## src/rtl/tes_ram.sv

```systemverilog
// Generic single-write, single-read RAM with registered read data.
`default_nettype none
module tes_ram #(
    parameter int WIDTH = 8,
    parameter int DEPTH = 16
) (
    input  wire logic                     aclk,
    input  wire logic                     we,
    input  wire logic [$clog2(DEPTH)-1:0] waddr,
    input  wire logic [WIDTH-1:0]         wdata,
    input  wire logic [$clog2(DEPTH)-1:0] raddr,
    output logic      [WIDTH-1:0]         rdata
);

    logic [WIDTH-1:0] mem [DEPTH];
    logic [WIDTH-1:0] rdata_reg;

    always_ff @(posedge aclk) begin
        if (we) begin
            mem[waddr] <= wdata;
        end
        rdata_reg <= mem[raddr];
    end

    assign rdata = rdata_reg;

endmodule
`default_nettype wire

```

## config.mk

```make
export PLATFORM = sky130hd
export DESIGN_NAME = tes_ram
export DESIGN_NICKNAME = d
export VERILOG_FILES = /design/src/rtl/tes_ram.sv
export SDC_FILE = /design/constraint.sdc
export NUM_CORES = 1
export LEC_CHECK = 0
export BUFFER_PORTS_ARGS = -buffer_cell sky130_fd_sc_hd__buf_4
export CAP_MARGIN = 0
export CORE_MARGIN = 3
export CORE_UTILIZATION = 60
export CTS_CLUSTER_DIAMETER = 200
export DETAILED_ROUTE_END_ITERATION = 6
export PLACE_DENSITY = 0.76
export SLEW_MARGIN = 0
export SYNTH_ARGS = -nofsm -noshare
export SYNTH_HDL_FRONTEND = slang
export SYNTH_SLANG_ARGS = --single-unit
export TNS_END_PERCENT = 100
```

## constraint.sdc

```tcl
create_clock -name aclk -period 2.5 [get_ports aclk]
set_input_delay 0 -clock aclk [delete_from_list [all_inputs] [get_ports aclk]]
set_output_delay 0 -clock aclk [all_outputs]
set_load 0.1 [all_outputs]
```

* Word level (Yosys, flattened, before mapping)
Memory sizes are Yosys's and may differ from the RTL's. A register that Yosys moved wholly into a read port is not among the register bits.
Cells that the tools add are included.
** Cells by class
- Multiplexer cells :: 2
** Operators with widths (number)
- $mux 1 :: 2
** Word-level totals
- Register bits :: 0
- Bits in writable memories :: 128
- Memories kept :: 1
** Memories
- mem :: depth 16, bits a word 8, read ports 1, clocked after memory_dff 1, wr ports 1, RTL line 15 : logic [WIDTH-1:0] mem [DEPTH];

* Logic depth before layout (Yosys ltp)
Gate-level depths: netlist (run 1).
- Depth in word-level cells :: 2
- Gate-level depth with buffers :: 5

* Worst setup path before layout (run 1)
OpenSTA, ideal clock, no wires.
- Path kind :: in2reg
- Start point :: input port waddr[2]
- End point :: memory mem[0][0] (enable)
- Library setup time :: 0.383 ns
- Arrival time :: 1.110 ns
- Data required time :: 2.117 ns
- Setup slack :: 1.007 ns
- Cell stages on the path :: 2
- Buffers on the path :: 0
- Path through :: or3b_2 > nor3_1
** RTL lines
- start, declared :: RTL line 9 : input wire logic [$clog2(DEPTH)-1:0] waddr,
- end, declared :: RTL line 15
Straight into the memory's write port.

* Final worst setup path (run 1)
- Start point :: input port waddr[1]
- End point :: memory mem[4][3] (enable)
Straight into the memory's write port.

==> impl_metrics.csv, run 1 <==
group,metric,value,unit
outcome,outcome,"finished clean",
routing,drt_iter0_drc,287,
yosys,ys.flop_type,"edfxtp_1",
yosys,yosysWarnings,0,
worst_setup_path,cp.required,2720,ps
worst_setup_path,slowest_delay,630,ps
grt,grt_antenna_before_repair,0,
cells_and_area,synthToLayoutAreaGrowth,19.57,%
sta,worstMarginPinSlew,897.0,ps
grt,use_met1,0.3309,
sta,setup_tns,0,ps
sta,rsz0062_at_grt,"no",
clocking,clock_latency,510,ps
clocking,cts_root_buffer,"clkbuf_8",
die,die_x,98.63,um
cells_and_area,nets,302,
hold_path,hp-class,"input pin to flip-flop",
worst_setup_path,startpoint_type,"input pin",
routing,wire_per_inst,24.60,um
cells_and_area,largest_reg_flops,128,
grt,grt_use_met3,0.05308,
grt,grt_usage,0.2229,
clocking,clkSlewWorstSetupHoldPaths,60,ps
yosys,synthArstFlopShare,0,
sta,finClkSkew,8.449,ps
sta,maxSlewHeadroom,0.3998,
grt,overflow,0,
sta,drv_slew,0,
yosys,ys_types,19,
die,die_y,98.63,um
cells_and_area,fin_cells,402,
clocking,cts-hold-fix-buffers,11,
cells_and_area,num_antenna_cells,0,
yosys,synth_edf_count,128,
routing,vias_per_cell,6.236,
yosys,ys_seq_area_frac,0.7778,
die,die_area,0.009727,mm2
sta,hold_viol_final,0,
yosys,synth_seq_cells,136,
grt,grt_first_pass_wirelength,15150,um
worst_setup_path,endpoint_kind,"flip-flop",
worst_setup_path,cp_slowest_cell,"dlygate4sd3_1",
clocking,cts_buffers,17,
yosys,syn_area_per_cell,22.48,um2
cells_and_area,fillers,471,
grt,grt-busiest-layer,"met1",
placement,hpwlAfterDp,5757,um
routing,antenna_left,0,
clocking,htreeDepth,4,
clocking,clkSinkCount,136,
sta,setup_viol,0,
die,start_util,0.6233,
clocking,postCtsSetupRepairBufs,0,
worst_setup_path,crit_fanout,7,
clocking,post_cts_resized,0,
clocking,clock_path_buffers,2,
placement,gp_congestion,0.7748,
routing,drcViolationCount,0,
sta,layout_worst_path_cycle_share,0.5929,
worst_setup_path,reg2reg_slack,1100,ps
routing,drt-pass1-iter-count,5,
sta,min_period,1482,ps
cells_and_area,drive_gt1_frac,0.2896,
grt,grt_pass1_vias,2556,
grt,grt.met2_usage,0.3214,
clocking,cts_tree,"yes",
worst_setup_path,crit_chain,"dlygate4sd3_1 -> buf_4 -> nor3_1 -> dlygate4sd3_1 -> buf_4",
cells_and_area,layout_common_cells,"edfxtp_1, buf_4, mux4_2",
worst_setup_path,worstSetupPathType,"input pin to flip-flop",
power_and_ir_drop,p_per_area,872.0,mW/mm2
routing,wl,9891,um
cells_and_area,layout_commonest_cell,"edfxtp_1",
die,rows,33,
job,drv_cap,0,
grt,grt_start_max_net_pins,33,
placement,placed_cell_area,0.005455,mm2
yosys,netlist_instances,229,
yosys,syn-cell-area,0.005147,mm2
die,core,0.008258,mm2
power_and_ir_drop,power.leakage,0.002097,uW
die,ios,26,
power_and_ir_drop,ir_drop,0.5437,mV
routing,num_vias,2507,
placement,io_buffers,25,
cells_and_area,fin_area,0.006155,mm2
yosys,syn_nets,247,
worst_setup_path,worstPathArrival,1710,ps
sta,fmax,0.6746,GHz
placement,placed_cells,359,
[logic make-up after synthesis]
family	after synthesis	share of synthesized area
buf+inv	10	0.01677
compound gates	16	0.02334
simple gates	35	0.03184
mux	32	0.1502
flops	136	0.7778
[per-layer routing]
| metal | wire, um | share of wire |
|---|---|---|
| met1 | 3982 | 0.40 |
| met2 | 4739 | 0.48 |
| met3 | 976 | 0.099 |
| met4 | 192 | 0.019 |
| met5 | 0 | 0 |
[metrics by stage]
stage	total power [uW]	setup WS, ps	hold WS [ps]	utilization
finish	5367	1018	61.76	0.7453
global route	5529	971.2	78.70	0.7453
CTS	5383	1015	43.62	0.7453
detailed placement	2961	792.4	312.0	0.6606
global placement	2953	838.4	302.0	0.6606
floorplan	2848	1007	98.87	-
[area by class of cell]
cell class              instances  area [um2]  share of cell area
well taps                     105       131.4             0.02135
repair buffers                 46       372.9             0.06058
clock inverters                15       175.2             0.02846
multi-input cells              83        1057              0.1718
flip-flops and latches        136        4004              0.6505
clock buffers                  17       414.1             0.06729
[cell usage after synthesis, types with 2 or more instances]
cell type / number / share of area
nand3b_1: 2 / 0.0029
mux4_1: 14 / 0.071
nand2b_1: 2 / 0.0024
buf_6: 3 / 0.0066
clkdlybuf4s25_2: 3 / 0.0058
mux4_2: 18 / 0.079
buf_2: 3 / 0.0029
nand2_1: 9 / 0.0066
edfxtp_1: 128 / 0.75
dfxtp_1: 8 / 0.031
nor3_1: 4 / 0.0039
nor2_1: 13 / 0.0095
a22oi_1: 16 / 0.023
[worst max-delay path: cells and delay by family]
family                 cells  cell delay (ps)
buffers and inverters      4             1480
and+or+nand+nor            1              230
[power breakdown]
part / switching, uW / leakage, uW / internal [uW] / total (uW)
combinational: 243 / 0.000593 / 121 / 364
sequential: 17.0 / 0.00122 / 2550 / 2570
clock: 919 / 0.000280 / 1520 / 2440
[worst paths after layout]
kind | start | end | depth (start not counted)
setup / recovery | waddr[1] | mem[4][3]$_DFFE_PP_ | 5
hold / removal | raddr[2] | rdata[5]$_DFF_P_ | 4
setup reg to reg | mem[9][7]$_DFFE_PP_ | rdata[7]$_DFF_P_ | 3
hold reg to reg | mem[5][3]$_DFFE_PP_ | rdata[3]$_DFF_P_ | 3
Note: power is estimated with default switching activity, not from simulation.
==> run 2, diff against run 1 <==
--- a/config.mk
+++ b/config.mk
@@ -8,10 +8,10 @@
 export BUFFER_PORTS_ARGS = -buffer_cell sky130_fd_sc_hd__buf_4
 export CAP_MARGIN = 0
 export CORE_MARGIN = 3
-export CORE_UTILIZATION = 60
+export CORE_UTILIZATION = 54
 export CTS_CLUSTER_DIAMETER = 200
 export DETAILED_ROUTE_END_ITERATION = 6
-export PLACE_DENSITY = 0.76
+export PLACE_DENSITY = 0.72
 export SLEW_MARGIN = 0
 export SYNTH_ARGS = -nofsm -noshare
 export SYNTH_HDL_FRONTEND = slang
==> constraint.sdc (replaced) <==
create_clock -name aclk -period 1.2 [get_ports aclk]
set_input_delay 0 -clock aclk [delete_from_list [all_inputs] [get_ports aclk]]
set_output_delay 0 -clock aclk [all_outputs]
set_load 0.1 [all_outputs]
==> run 2 against run 1 <==
Effect of this change: combinational power increased by 130%; routed wire length rose by 2.1%; via count down 0.56%; the run now ends with negative setup slack left; clock skew increased by 0.98 ps; die area increased by 10%; sequential share of layout area fell by 2.5 points; final area grew 3.9%; utilization fell by 3.3 points; critical path depth fell by 2; count of clock-buffer cells in the layout is 4 higher; non-clock buffer count rose by 18.
==> impl_metrics.csv, run 2 (same netlist as run 1, synthesis figures left out) <==
group,metric,value,unit
sta,finClkSkew,9.425,ps
sta,drv_slew,0,
grt,grt_usage,0.2049,
sta,min_period,1337,ps
power_and_ir_drop,power.leakage,0.002187,uW
sta,hold_viol_final,0,
cells_and_area,fin_area,0.006397,mm2
worst_setup_path,worstPathArrival,1730,ps
worst_setup_path,crit_fanout,1,
worst_setup_path,crit_chain,"mux4_2 -> a22oi_2 -> nand2_1",
worst_setup_path,worstSetupPathType,"flip-flop to flip-flop",
routing,drt-pass1-iter-count,4,
worst_setup_path,cp.required,1600,ps
clocking,clkSlewWorstSetupHoldPaths,60,ps
cells_and_area,synthToLayoutAreaGrowth,24.28,%
placement,place_ws,-196.3,ps
power_and_ir_drop,ir_drop,1.250,mV
routing,vias_per_cell,5.653,
routing,drcViolationCount,0,
worst_setup_path,endpoint_kind,"flip-flop",
worst_setup_path,startpoint_type,"flip-flop",
sta,fmax,0.7477,GHz
worst_setup_path,slowest_delay,520,ps
worst_setup_path,cp_slowest_cell,"mux4_2",
sta,worstMarginPinSlew,919.1,ps
placement,io_buffers,25,
die,die_area,0.01074,mm2
clocking,cts_buffers,17,
cells_and_area,nets,320,
cells_and_area,num_antenna_cells,0,
die,die_x,103.6,um
die,core,0.008976,mm2
grt,grt_antenna_before_repair,0,
grt,overflow,0,
clocking,cts_tree,"yes",
clocking,clkSinkCount,136,
clocking,clock_path_buffers,2,
routing,drt_iter0_drc,154,
cells_and_area,layout_commonest_cell,"edfxtp_1",
routing,num_vias,2493,
routing,wire_per_inst,22.89,um
sta,layout_worst_path_cycle_share,1.114,
sta,setup_ws,-137.4,ps
hold_path,hp-class,"input pin to flip-flop",
die,ios,26,
power_and_ir_drop,p_per_area,1771,mW/mm2
outcome,failed_checks,"negative setup slack",
grt,grt_start_max_net_pins,19,
placement,gp_congestion,0.7642,
job,drv_cap,0,
die,start_util,0.5735,
sta,maxSlewHeadroom,0.3860,
clocking,cts_root_buffer,"clkbuf_8",
sta,setup_viol,8,
cells_and_area,largest_reg_flops,128,
placement,placed_cell_area,0.005679,mm2
grt,grt_first_pass_wirelength,15880,um
clocking,clock_latency,520,ps
die,rows,34,
placement,hpwlAfterDp,6317,um
routing,antenna_left,0,
cells_and_area,fillers,557,
routing,wl,10090,um
cells_and_area,drive_gt1_frac,0.3810,
die,die_y,103.6,um
cells_and_area,layout_common_cells,"edfxtp_1, buf_4, mux4_2",
clocking,htreeDepth,4,
grt,grt_pass1_vias,2734,
sta,rsz0062_at_grt,"yes",
outcome,outcome,"complete, but fails checks",
run 2: changes by cell type in the layout (fill, tap and decap cells not counted), sizes merged:
cell	before	now
buf	35	54
bufinv	3	4
inv	2	0
dlygate4sd3	11	10
clkbuf	17	21
clkinvlp	4	1
run 2: path summary, 6_finish.rpt:
check / slack, ps / end / startpoint / depth (start not counted)
worst min register to register: 680 / rdata[5]$_DFF_P_ / mem[12][5]$_DFFE_PP_ / 3
worst max-delay path: -140 / rdata[2]$_DFF_P_ / mem[8][2]$_DFFE_PP_ / 3
worst max register to register: -140 / rdata[2]$_DFF_P_ / mem[8][2]$_DFFE_PP_ / 3
worst min-delay path: 40 / rdata[0]$_DFF_P_ / raddr[1] / 5
run 2: critical path, delay by kind of cell, from the launching register on:
family / cells / cell delay [ps]
muxes: 1 / 520
AOI/OAI and AO/OA: 1 / 200
DFF: 1 / 410
and+or+nand+nor: 1 / 80
run 2: per-stage QoR:
| stage | std cells | total power [uW] | hold slack [ps] | TNS, ps | util |
|---|---|---|---|---|---|
| 4_1_cts | 441 | 11420 | 20.61 | -601.1 | 0.7116 |
| 2_1_floorplan | 229 | 5934 | 98.87 | -1983 | - |
| 6_report | 441 | 11330 | 44.31 | -574.8 | 0.7127 |
| 3_5_place_dp | 399 | 6231 | 312.3 | -4147 | 0.6327 |
| 3_3_place_gp | 399 | 6207 | 294.5 | -3212 | 0.6327 |
| 5_1_grt | 441 | 11690 | 58.27 | -906.3 | 0.7127 |
run 2: cell type report:
type / instances / area [um2] / area share
Clock inverter: 11 / 156.4 / 0.02445
Multi-Input combinational cell: 83 / 1087 / 0.1700
Timing Repair Buffer: 64 / 563.0 / 0.08801
Clock buffer: 21 / 429.2 / 0.06708
Sequential cell: 136 / 4004 / 0.6259
Tap cell: 126 / 157.7 / 0.02464
run 2: metal layers:
metal / share of wire / vias up / GRT usage / wire length (um)
li1: - / 1113 / - / -
met1: 0.44 / 1284 / 0.2834 / 4399
met2: 0.50 / 86 / 0.3131 / 5007
met3: 0.049 / 10 / 0.04913 / 499
met4: 0.019 / 0 / 0.09497 / 187
met5: 0 / - / 0 / 0
run 2: repair_timing:
action	4_1_cts	5_1_grt
setup endpoints to repair	10	8
pin swaps	9	1
resized for setup	19	2
hold buffers	10	0
hold endpoints to repair	144	0
buffers inserted	0	0
run 2: power by group:
part	switching, uW	leakage (uW)	internal (uW)
clock	1790	0.000287	3340
combinational	530	0.000676	315
sequential	37.0	0.00122	5310
total	2360	0.00219	8970
