--- src/rtl/tes_pkg.sv ---
// Shared types and constants for the tripled entry pair search block.
`default_nettype none
package tes_pkg;

    localparam int CODE_W    = 32;
    localparam int STOCK_W   = 16;
    localparam int POS_W     = 10;
    localparam int TOTAL_W   = 18;
    localparam int MIN_ITEMS = 3;

    typedef struct packed {
        logic [CODE_W-1:0]  code;
        logic [STOCK_W-1:0] stock;
    } entry_t;

    localparam int ENTRY_W = $bits(entry_t);

    // Search launch from the load side.
    typedef struct packed {
        logic go;
        logic err;
    } cmd_t;

    typedef struct packed {
        logic [POS_W-1:0]   first_pos;
        logic [POS_W-1:0]   second_pos;
        logic [POS_W-1:0]   third_pos;
        logic [CODE_W-1:0]  code;
        logic [TOTAL_W-1:0] total;
        logic               err;
    } res_t;

endpackage
`default_nettype wire

--- src/rtl/tes_search.sv ---
// Pair search sequencer: binary search over pair indices, then gathers the tripled run.
`default_nettype none
module tes_search
    import tes_pkg::*;
#(
    parameter int STORE_DEPTH = 1024
) (
    input  wire logic                                aclk,
    input  wire logic                                aresetn,
    input  wire cmd_t                                cmd,
    input  wire logic [$clog2(STORE_DEPTH+1)-1:0]    item_count,
    output logic      [$clog2(STORE_DEPTH)-1:0]      rd_addr,
    input  wire entry_t                              rd_entry,
    output logic                                     res_valid,
    input  wire logic                                res_ready,
    output res_t                                     res
);

    localparam int AW = $clog2(STORE_DEPTH);
    localparam int CW = $clog2(STORE_DEPTH + 1);

    typedef enum logic [3:0] {
        S_IDLE, S_TEST, S_RDB, S_CAPA, S_CMP, S_F0, S_F1, S_F2, S_F3, S_DONE
    } state_t;

    state_t              state_reg, state_next;
    logic [CW-1:0]       n_reg, n_next;
    logic [AW-1:0]       low_reg, low_next;
    logic [AW-1:0]       high_reg, high_next;
    logic [AW-1:0]       raddr_reg, raddr_next;
    logic [AW-1:0]       third_reg, third_next;
    logic [AW-1:0]       mid_reg, mid_next;
    logic [CODE_W-1:0]   code_a_reg, code_a_next;
    res_t                res_reg, res_next;

    logic [AW-1:0]       span;
    logic [AW:0]         mid_sum;
    logic [AW-1:0]       mid;
    logic [AW:0]         dbl;
    logic [AW:0]         n_ext;
    logic [AW-1:0]       third_sel;
    logic [AW-1:0]       p_sel;
    logic [TOTAL_W-1:0]  acc_sum;

    assign span      = high_reg - low_reg;
    assign mid_sum   = {1'b0, low_reg} + {1'b0, high_reg};
    assign mid       = mid_sum[AW:1];
    assign dbl       = {high_reg, 1'b0};
    assign n_ext     = (AW+1)'(n_reg);
    // Clamp the third position to the last stored entry on a malformed run.
    assign third_sel = (dbl >= n_ext) ? AW'(n_ext - 1'b1) : dbl[AW-1:0];
    assign p_sel     = third_sel - AW'(2);
    // Shared accumulator that adds the second and third stock counts to the total.
    assign acc_sum   = res_reg.total + TOTAL_W'(rd_entry.stock);

    always_comb begin
        state_next  = state_reg;
        n_next      = n_reg;
        low_next    = low_reg;
        high_next   = high_reg;
        raddr_next  = raddr_reg;
        third_next  = third_reg;
        mid_next    = mid_reg;
        code_a_next = code_a_reg;
        res_next    = res_reg;
        case (state_reg)
            S_IDLE: begin
                if (cmd.go) begin
                    res_next = '0;
                    if (cmd.err) begin
                        res_next.err = 1'b1;
                        state_next   = S_DONE;
                    end else begin
                        n_next     = item_count;
                        low_next   = '0;
                        high_next  = AW'(item_count >> 1);
                        state_next = S_TEST;
                    end
                end
            end
            S_TEST: begin
                if (span > AW'(1)) begin
                    mid_next   = mid;
                    raddr_next = {mid[AW-2:0], 1'b0};
                    state_next = S_RDB;
                end else begin
                    third_next = third_sel;
                    raddr_next = p_sel;
                    state_next = S_F0;
                end
            end
            S_RDB: begin
                raddr_next = raddr_reg | AW'(1);
                state_next = S_CAPA;
            end
            S_CAPA: begin
                code_a_next = rd_entry.code;
                state_next  = S_CMP;
            end
            S_CMP: begin
                if (code_a_reg == rd_entry.code) begin
                    low_next = mid_reg;
                end else begin
                    high_next = mid_reg;
                end
                state_next = S_TEST;
            end
            S_F0: begin
                res_next.first_pos  = POS_W'(raddr_reg);
                res_next.second_pos = POS_W'(raddr_reg + AW'(1));
                res_next.third_pos  = POS_W'(third_reg);
                raddr_next          = raddr_reg + AW'(1);
                state_next          = S_F1;
            end
            S_F1: begin
                res_next.code  = rd_entry.code;
                res_next.total = TOTAL_W'(rd_entry.stock);
                raddr_next     = third_reg;
                state_next     = S_F2;
            end
            S_F2: begin
                res_next.total = acc_sum;
                state_next     = S_F3;
            end
            S_F3: begin
                res_next.total = acc_sum;
                state_next     = S_DONE;
            end
            S_DONE: begin
                if (res_ready) begin
                    state_next = S_IDLE;
                end
            end
            default: begin
                state_next = S_IDLE;
            end
        endcase
    end

    always_ff @(posedge aclk) begin
        if (!aresetn) begin
            state_reg <= S_IDLE;
        end else begin
            state_reg <= state_next;
        end
        n_reg      <= n_next;
        low_reg    <= low_next;
        high_reg   <= high_next;
        raddr_reg  <= raddr_next;
        third_reg  <= third_next;
        mid_reg    <= mid_next;
        code_a_reg <= code_a_next;
        res_reg    <= res_next;
    end

    assign rd_addr   = raddr_reg;
    assign res_valid = (state_reg == S_DONE);
    assign res       = res_reg;

endmodule
`default_nettype wire

--- config.mk ---
export PLATFORM = sky130hd
export DESIGN_NAME = tes_search
export DESIGN_NICKNAME = d
export VERILOG_FILES = /design/src/rtl/tes_pkg.sv /design/src/rtl/tes_search.sv
export SDC_FILE = /design/constraint.sdc
export NUM_CORES = 1
export LEC_CHECK = 0
export ABC_AREA = 1
export BUFFER_PORTS_ARGS = -buffer_cell sky130_fd_sc_hd__buf_2
export CAP_MARGIN = 30
export CORE_UTILIZATION = 50
export DETAILED_ROUTE_END_ITERATION = 7
export PLACE_DENSITY = 0.82
export SETUP_SLACK_MARGIN = 0.15
export SKIP_LAST_GASP = 1
export SYNTH_ARGS = -nofsm -noshare
export SYNTH_HDL_FRONTEND = slang
export SYNTH_SLANG_ARGS = --single-unit
export TNS_END_PERCENT = 1
--- constraint.sdc ---
create_clock -name aclk -period 4 [get_ports aclk]
set_clock_uncertainty 0.2 [all_clocks]
set_input_delay 0.2 -clock aclk [delete_from_list [all_inputs] [get_ports aclk]]
set_output_delay 0.2 -clock aclk [all_outputs]
set_load 0.05 [all_outputs]
# Word-level counts from Yosys, hierarchy flattened
# Cells that the tools add are included.
[op_classes]
add_sub_neg = 6
order_cmp = 2
eq_ne = 15
n_mux = 21
n_bitwise = 3
reduce_logical = 19
[ops]
columns = ["cell", "count"]
rows = [
  ["$mux 81", 1],
  ["$mux 10", 8],
  ["$pmux 32 s2", 1],
  ["$pmux 30 s2", 1],
  ["$pmux 18 s3", 1],
  ["$pmux 10 s2", 2],
  ["$pmux 10 s4", 1],
  ["$pmux 4 s10", 1],
  ["$eq 32x32->1", 1],
  ["$add 18x16->18", 1],
  ["$eq 4x3->1 const B", 4],
  ["$reduce_and 2->1", 8],
  ["$mux 4", 3],
  ["$add 10x10->11", 1],
  ["$ge 11x11->1", 1],
  ["$add 10x1->10 const B", 1],
  ["$gt 10x1->1 const B", 1],
  ["$sub 10x1->10 const B", 1],
  ["$sub 10x10->10", 1],
  ["$sub 10x2->10 const B", 1],
  ["$eq 4x2->1 const B", 2],
  ["$eq 4x4->1 const B", 2],
  ["$ne 2x2->1 const B", 4],
  ["$reduce_and 4->1", 2],
  ["other kinds (11)", 16],
]
[word_totals]
reg_bits = 178
output_inout_bits = 92
word_cells = 81

# Logic depth before layout (Yosys ltp)
[depth]
ltp_word = 5
depth_mapped = 18

# Worst setup path after synthesis
# Ideal clock, no wire load.
[synth_path]
path_kind = "reg-to-reg"
from = "register state_reg[2]"
to = "register code_a_reg[0] (enable)"
t_arrival_ns = 2.818
t_required_ns = 3.336
setup_slack_ns = 0.519
path_stages_with_launch = 4
n_path_buf = 0
period_less_slack_ns = 3.481
cell_sequence = "dfxtp_1 -> nor2_1 -> inv_1 -> nor3_1"
[synth_between]
elab_chain_len = 1
[synth_lines]
columns = ["item", "line", "rtl"]
rows = [
  ["start: declaration", "tes_search.sv:26", "state_t state_reg, state_next;"],
  ["start signal: assignment", "tes_search.sv:144", "state_reg <= state_next;"],
  ["$eq 4x2->1", "tes_search.sv:66", "case (state_reg)"],
  ["end signal: assignment", "tes_search.sv:152", "code_a_reg <= code_a_next;"],
  ["end: declaration", "tes_search.sv:33", "logic [CODE_W-1:0] code_a_reg, code_a_next;"],
]
# Every way passes these cells.
# A chain may end at the register's enable or synchronous reset.

# Worst setup path after layout
[layout_path]
from = "register high_reg[0]"
to = "register state_reg[0]"
[layout_between]
elab_chain_len = 4
[layout_lines]
columns = ["item", "line", "rtl"]
rows = [
  ["start: declaration", "tes_search.sv:29", "logic [AW-1:0] high_reg, high_next;"],
  ["start signal: assignment", "tes_search.sv:148", "high_reg <= high_next;"],
  ["$sub 10x10->10", "tes_search.sv:45", "assign span = high_reg - low_reg;"],
  ["$gt 10x1->1", "tes_search.sv:82", "if (span > AW'(1)) begin"],
  ["$mux 3", "tes_search.sv:82", ""],
  ["$pmux 4 s10", "tes_search.sv:66", ""],
]
# Every way passes these cells.

==> results.json <==
{
  "detailed_place_hpwl_um": 16800,
  "dp_slack_ns": 1.09,
  "place_congestion": 0.967,
  "worstHoldStart": "item_count[2]",
  "pwr-share-clk_pct": 17.8,
  "rsz0062_at_grt": "no",
  "clk_pin_slew_ns": 0.07,
  "max_freq_ghz": 0.320,
  "io_pins": 156,
  "worst_slack_ns": 0.877,
  "startpoint": "high_reg[0]$_DFFE_PP_",
  "clock-root-buffer": "clkbuf_16",
  "period_share_pct": 78.1,
  "ys.flop_type": "edfxtp_1",
  "vias_per_cell": 5.06,
  "die_area_um2": 20100,
  "areaGrowthSynthToFinish_pct": 23.9,
  "postCtsHoldBufs": 65,
  "cts_resized": 0,
  "maxCapViolCount": 0,
  "setup_violations": 0,
  "drt_first_pass_iters": 5,
  "grt_pass1_wl_um": 37100,
  "grt_pass1_vias": 7455,
  "syn_avg_cell_area_um2": 9.51,
  "crit_path_end_kind": "flop",
  "core_area_um2": 19000,
  "finalHoldViolations": 0,
  "timing.slew.headroom_pct": 40.1,
  "dp_cells": 1435,
  "port_buffers": 155,
  "die_w_um": 142,
  "antenna_found_initial": 0,
  "timing_worst_slew_pin_value_ns": 0.896,
  "worstSetupStartpointType": "flop",
  "grt_usage_pct": 23.9,
  "regToRegStartpoint": "high_reg[0]$_DFFE_PP_",
  "slowest_stage": "dlygate4sd3_1",
  "postRouteAntennaNets": 0,
  "p_sw_share_pct": 47.2,
  "drcViolationCount": 0,
  "p_switching_mw": 4.52,
  "drt_iter0_markers": 479,
  "yosysSeqAreaShare_pct": 54.3,
  "vias": 7752,
  "synthArstFlopShare_pct": 0,
  "worst-endpoint-arrival_ns": 3.29,
  "finalSetupTns_ns": 0,
  "synth_seq_cells": 178,
  "synth_warnings": 0,
  "synthDistinctLibCells": 45,
  "hold_class": "input pin to flop",
  "power_density_nw_per_um2": 790,
  "wire_per_inst_um": 15.2,
  "clk_path_buf_depth": 2,
  "final_nets": 1374,
  "crit_type": "flop to flop",
  "outcome": "finished, final reports clean",
  "fin_crit_ns": 3.12,
  "synth_edf_count": 174,
  "cts.htree.levels": 4,
  "largest_reg_flops": 81,
  "cp.required_ns": 4.17,
  "diodes": 0,
  "postCtsSetupRepairBufs": 0,
  "wirelength_um": 23300,
  "utilization_pct": 63.9,
  "row_count": 50,
  "timing.hold.ws_ns": 0.295,
  "syn-num-nets": 1143,
  "fin_cells": 1532,
  "grt_start_max_net_pins": 39,
  "slew_viol_final": 0,
  "cts_buffers": 17,
  "p_comb_share_pct": 49.0,
  "synth_cells": 1028,
  "cts_tree": "yes",
  "seq_power_share_pct": 33.2,
  "peakVddDrop_mv": 0.377,
  "p_leak_nw": 5.55,
  "start_util_pct": 51.6,
  "grt_overflow": 0,
  "netlist_area_um2": 9770,
  "crit_chain": "inv_1 -> ha_1 -> inv_1 -> fa_1 -> xor2_1 -> nor2_1 -> nand3_1 -> nor2_1 -> nand3_1 -> nor2_4 -> nand3_1 -> nand2_1 -> a21oi_1 -> nor2_1 -> dlygate4sd3_1",
  "internal-power_mw": 5.05,
  "die_h_um": 142,
  "clk-insertion-delay-late_ns": 0.43,
  "cts_num_sinks": 178,
  "drive_gt1_share_pct": 18.3,
  "path_max_fanout": 5,
  "cpPeakStageDelay_ns": 0.55
}
[layout by cell type, fill, tap and decap left out, types with 2 or more instances in the layout]
cell type | synthesis | final
dlygate4sd3_1 | 0 | 65
o22ai_1 | 3 | 3
a21oi_1 | 51 | 51
o21ai_2 | 2 | 2
nor2_2 | 4 | 4
o21bai_1 | 8 | 8
o21ai_0 | 51 | 51
nand3_1 | 48 | 48
o211ai_1 | 2 | 2
inv_1 | 179 | 179
nor2_1 | 136 | 136
o21ai_1 | 2 | 2
ha_1 | 48 | 48
xor2_1 | 22 | 22
a22o_1 | 2 | 2
fa_1 | 3 | 3
nor3_1 | 14 | 13
a31o_2 | 2 | 2
nand2_1 | 165 | 165
buf_2 | 1 | 155
clkbuf_16 | 0 | 17
dfxtp_1 | 4 | 4
a32o_1 | 2 | 2
inv_6 | 0 | 5
nand4_1 | 18 | 18
inv_8 | 0 | 3
a21oi_2 | 3 | 3
bufinv_16 | 0 | 2
edfxtp_1 | 174 | 174
inv_2 | 3 | 3
nand2_2 | 10 | 10
a21o_1 | 4 | 4
a31oi_1 | 5 | 5
xnor2_1 | 27 | 27
clkinvlp_4 | 0 | 4
nor4_1 | 2 | 2
nand3_4 | 2 | 2
or2_2 | 2 | 2
buf_4 | 1 | 10
nor2_4 | 4 | 4
[layer usage]
layer  GRT usage, %  up-vias  wire length, um
li1               -     3868                -
met1           31.6     3583            10400
met2           40.4      267            11200
met3           3.71       34             1260
met4           7.30        0              500
met5              0        -                0
[cell type report]
class	count	area, um2
Clock buffer	18	429
Timing Repair Buffer	230	1500
Clock inverter	14	168
Sequential cell	178	5310
Tap cell	260	325
Fill cell	1537	6850
Multi-Input combinational cell	650	3700
Inverter	182	683
[synthesized netlist by cell type, types with 2 or more instances]
library cell    n  area share (%)
buf_1           3            0.12
nor3_1         14            0.72
xor2_1         22             2.0
nor4_1          2            0.13
clkbuf_1       10            0.38
nor2_2          4            0.26
or2_2           2            0.13
a21oi_1        51             2.6
dfxtp_1         4            0.82
nand3_1        48             2.5
a31o_2          2            0.18
buf_6           3            0.35
nor2_1        136             5.2
xnor2_1        27             2.4
o21ai_2         2            0.18
inv_1         179             6.9
o22ai_1         3            0.19
nand4_1        18             1.2
fa_1            3            0.61
nand2_1       165             6.3
nand3_4         2            0.36
nand2_2        10            0.64
edfxtp_1      174              53
inv_2           3            0.12
o211ai_1        2            0.15
a31oi_1         5            0.32
a21oi_2         3            0.27
nor2_4          4            0.46
a22o_1          2            0.18
o21bai_1        8            0.61
o21ai_0        51             2.6
o21ai_1         2            0.10
a21o_1          4            0.31
a32o_1          2            0.20
ha_1           48             6.1
[worst paths after layout]
check,slack [ns],cells after the start,endpoint
setup / recovery,0.88,15,state_reg[0]$_SDFFE_PN0P_
hold / removal,0.29,2,n_ext[2]$_DFFE_PP_
setup reg to reg,0.88,15,state_reg[0]$_SDFFE_PN0P_
hold reg to reg,0.37,2,rd_addr[6]$_DFFE_PP_
[through the flow]
step	power [mW]	instance area, um2
3_3_place_gp	7.69	10900
5_1_grt	10.2	12100
6_report	9.56	12100
3_5_place_dp	7.77	10900
4_1_cts	9.55	12100
2_1_floorplan	6.63	9770
[power groups by stage]
stage | registers (mW) | logic [mW] | clock network, mW
floorplan | 4.32 | 2.31 | 0
global placement | 3.18 | 4.51 | 0
detailed placement | 3.20 | 4.57 | 0
CTS | 3.17 | 4.66 | 1.72
global route | 3.23 | 5.13 | 1.79
finish | 3.17 | 4.69 | 1.70
[cells by family (layout without fill, tap and decap cells)]
group | count (synthesis) | count (layout) | share of synthesized area [%]
and+or+nand+nor | 409 | 409 | 18.2
buffers and inverters | 200 | 444 | 7.96
DFF | 178 | 178 | 54.3
AOI/OAI and AO/OA | 141 | 141 | 8.38
adders and majority gates | 51 | 51 | 6.76
xor gates and xnor gates | 49 | 49 | 4.39
[worst max-delay path, delay by kind of cell (launching register included)]
kind | cells | cell delay [ns]
fa+ha+maj | 2 | 0.56
compound gates | 1 | 0.06
xor+xnor | 1 | 0.16
buf+inv | 3 | 0.71
simple gates | 8 | 0.91
flops | 1 | 0.47
No activity file was read; power rests on OpenSTA's default activity.
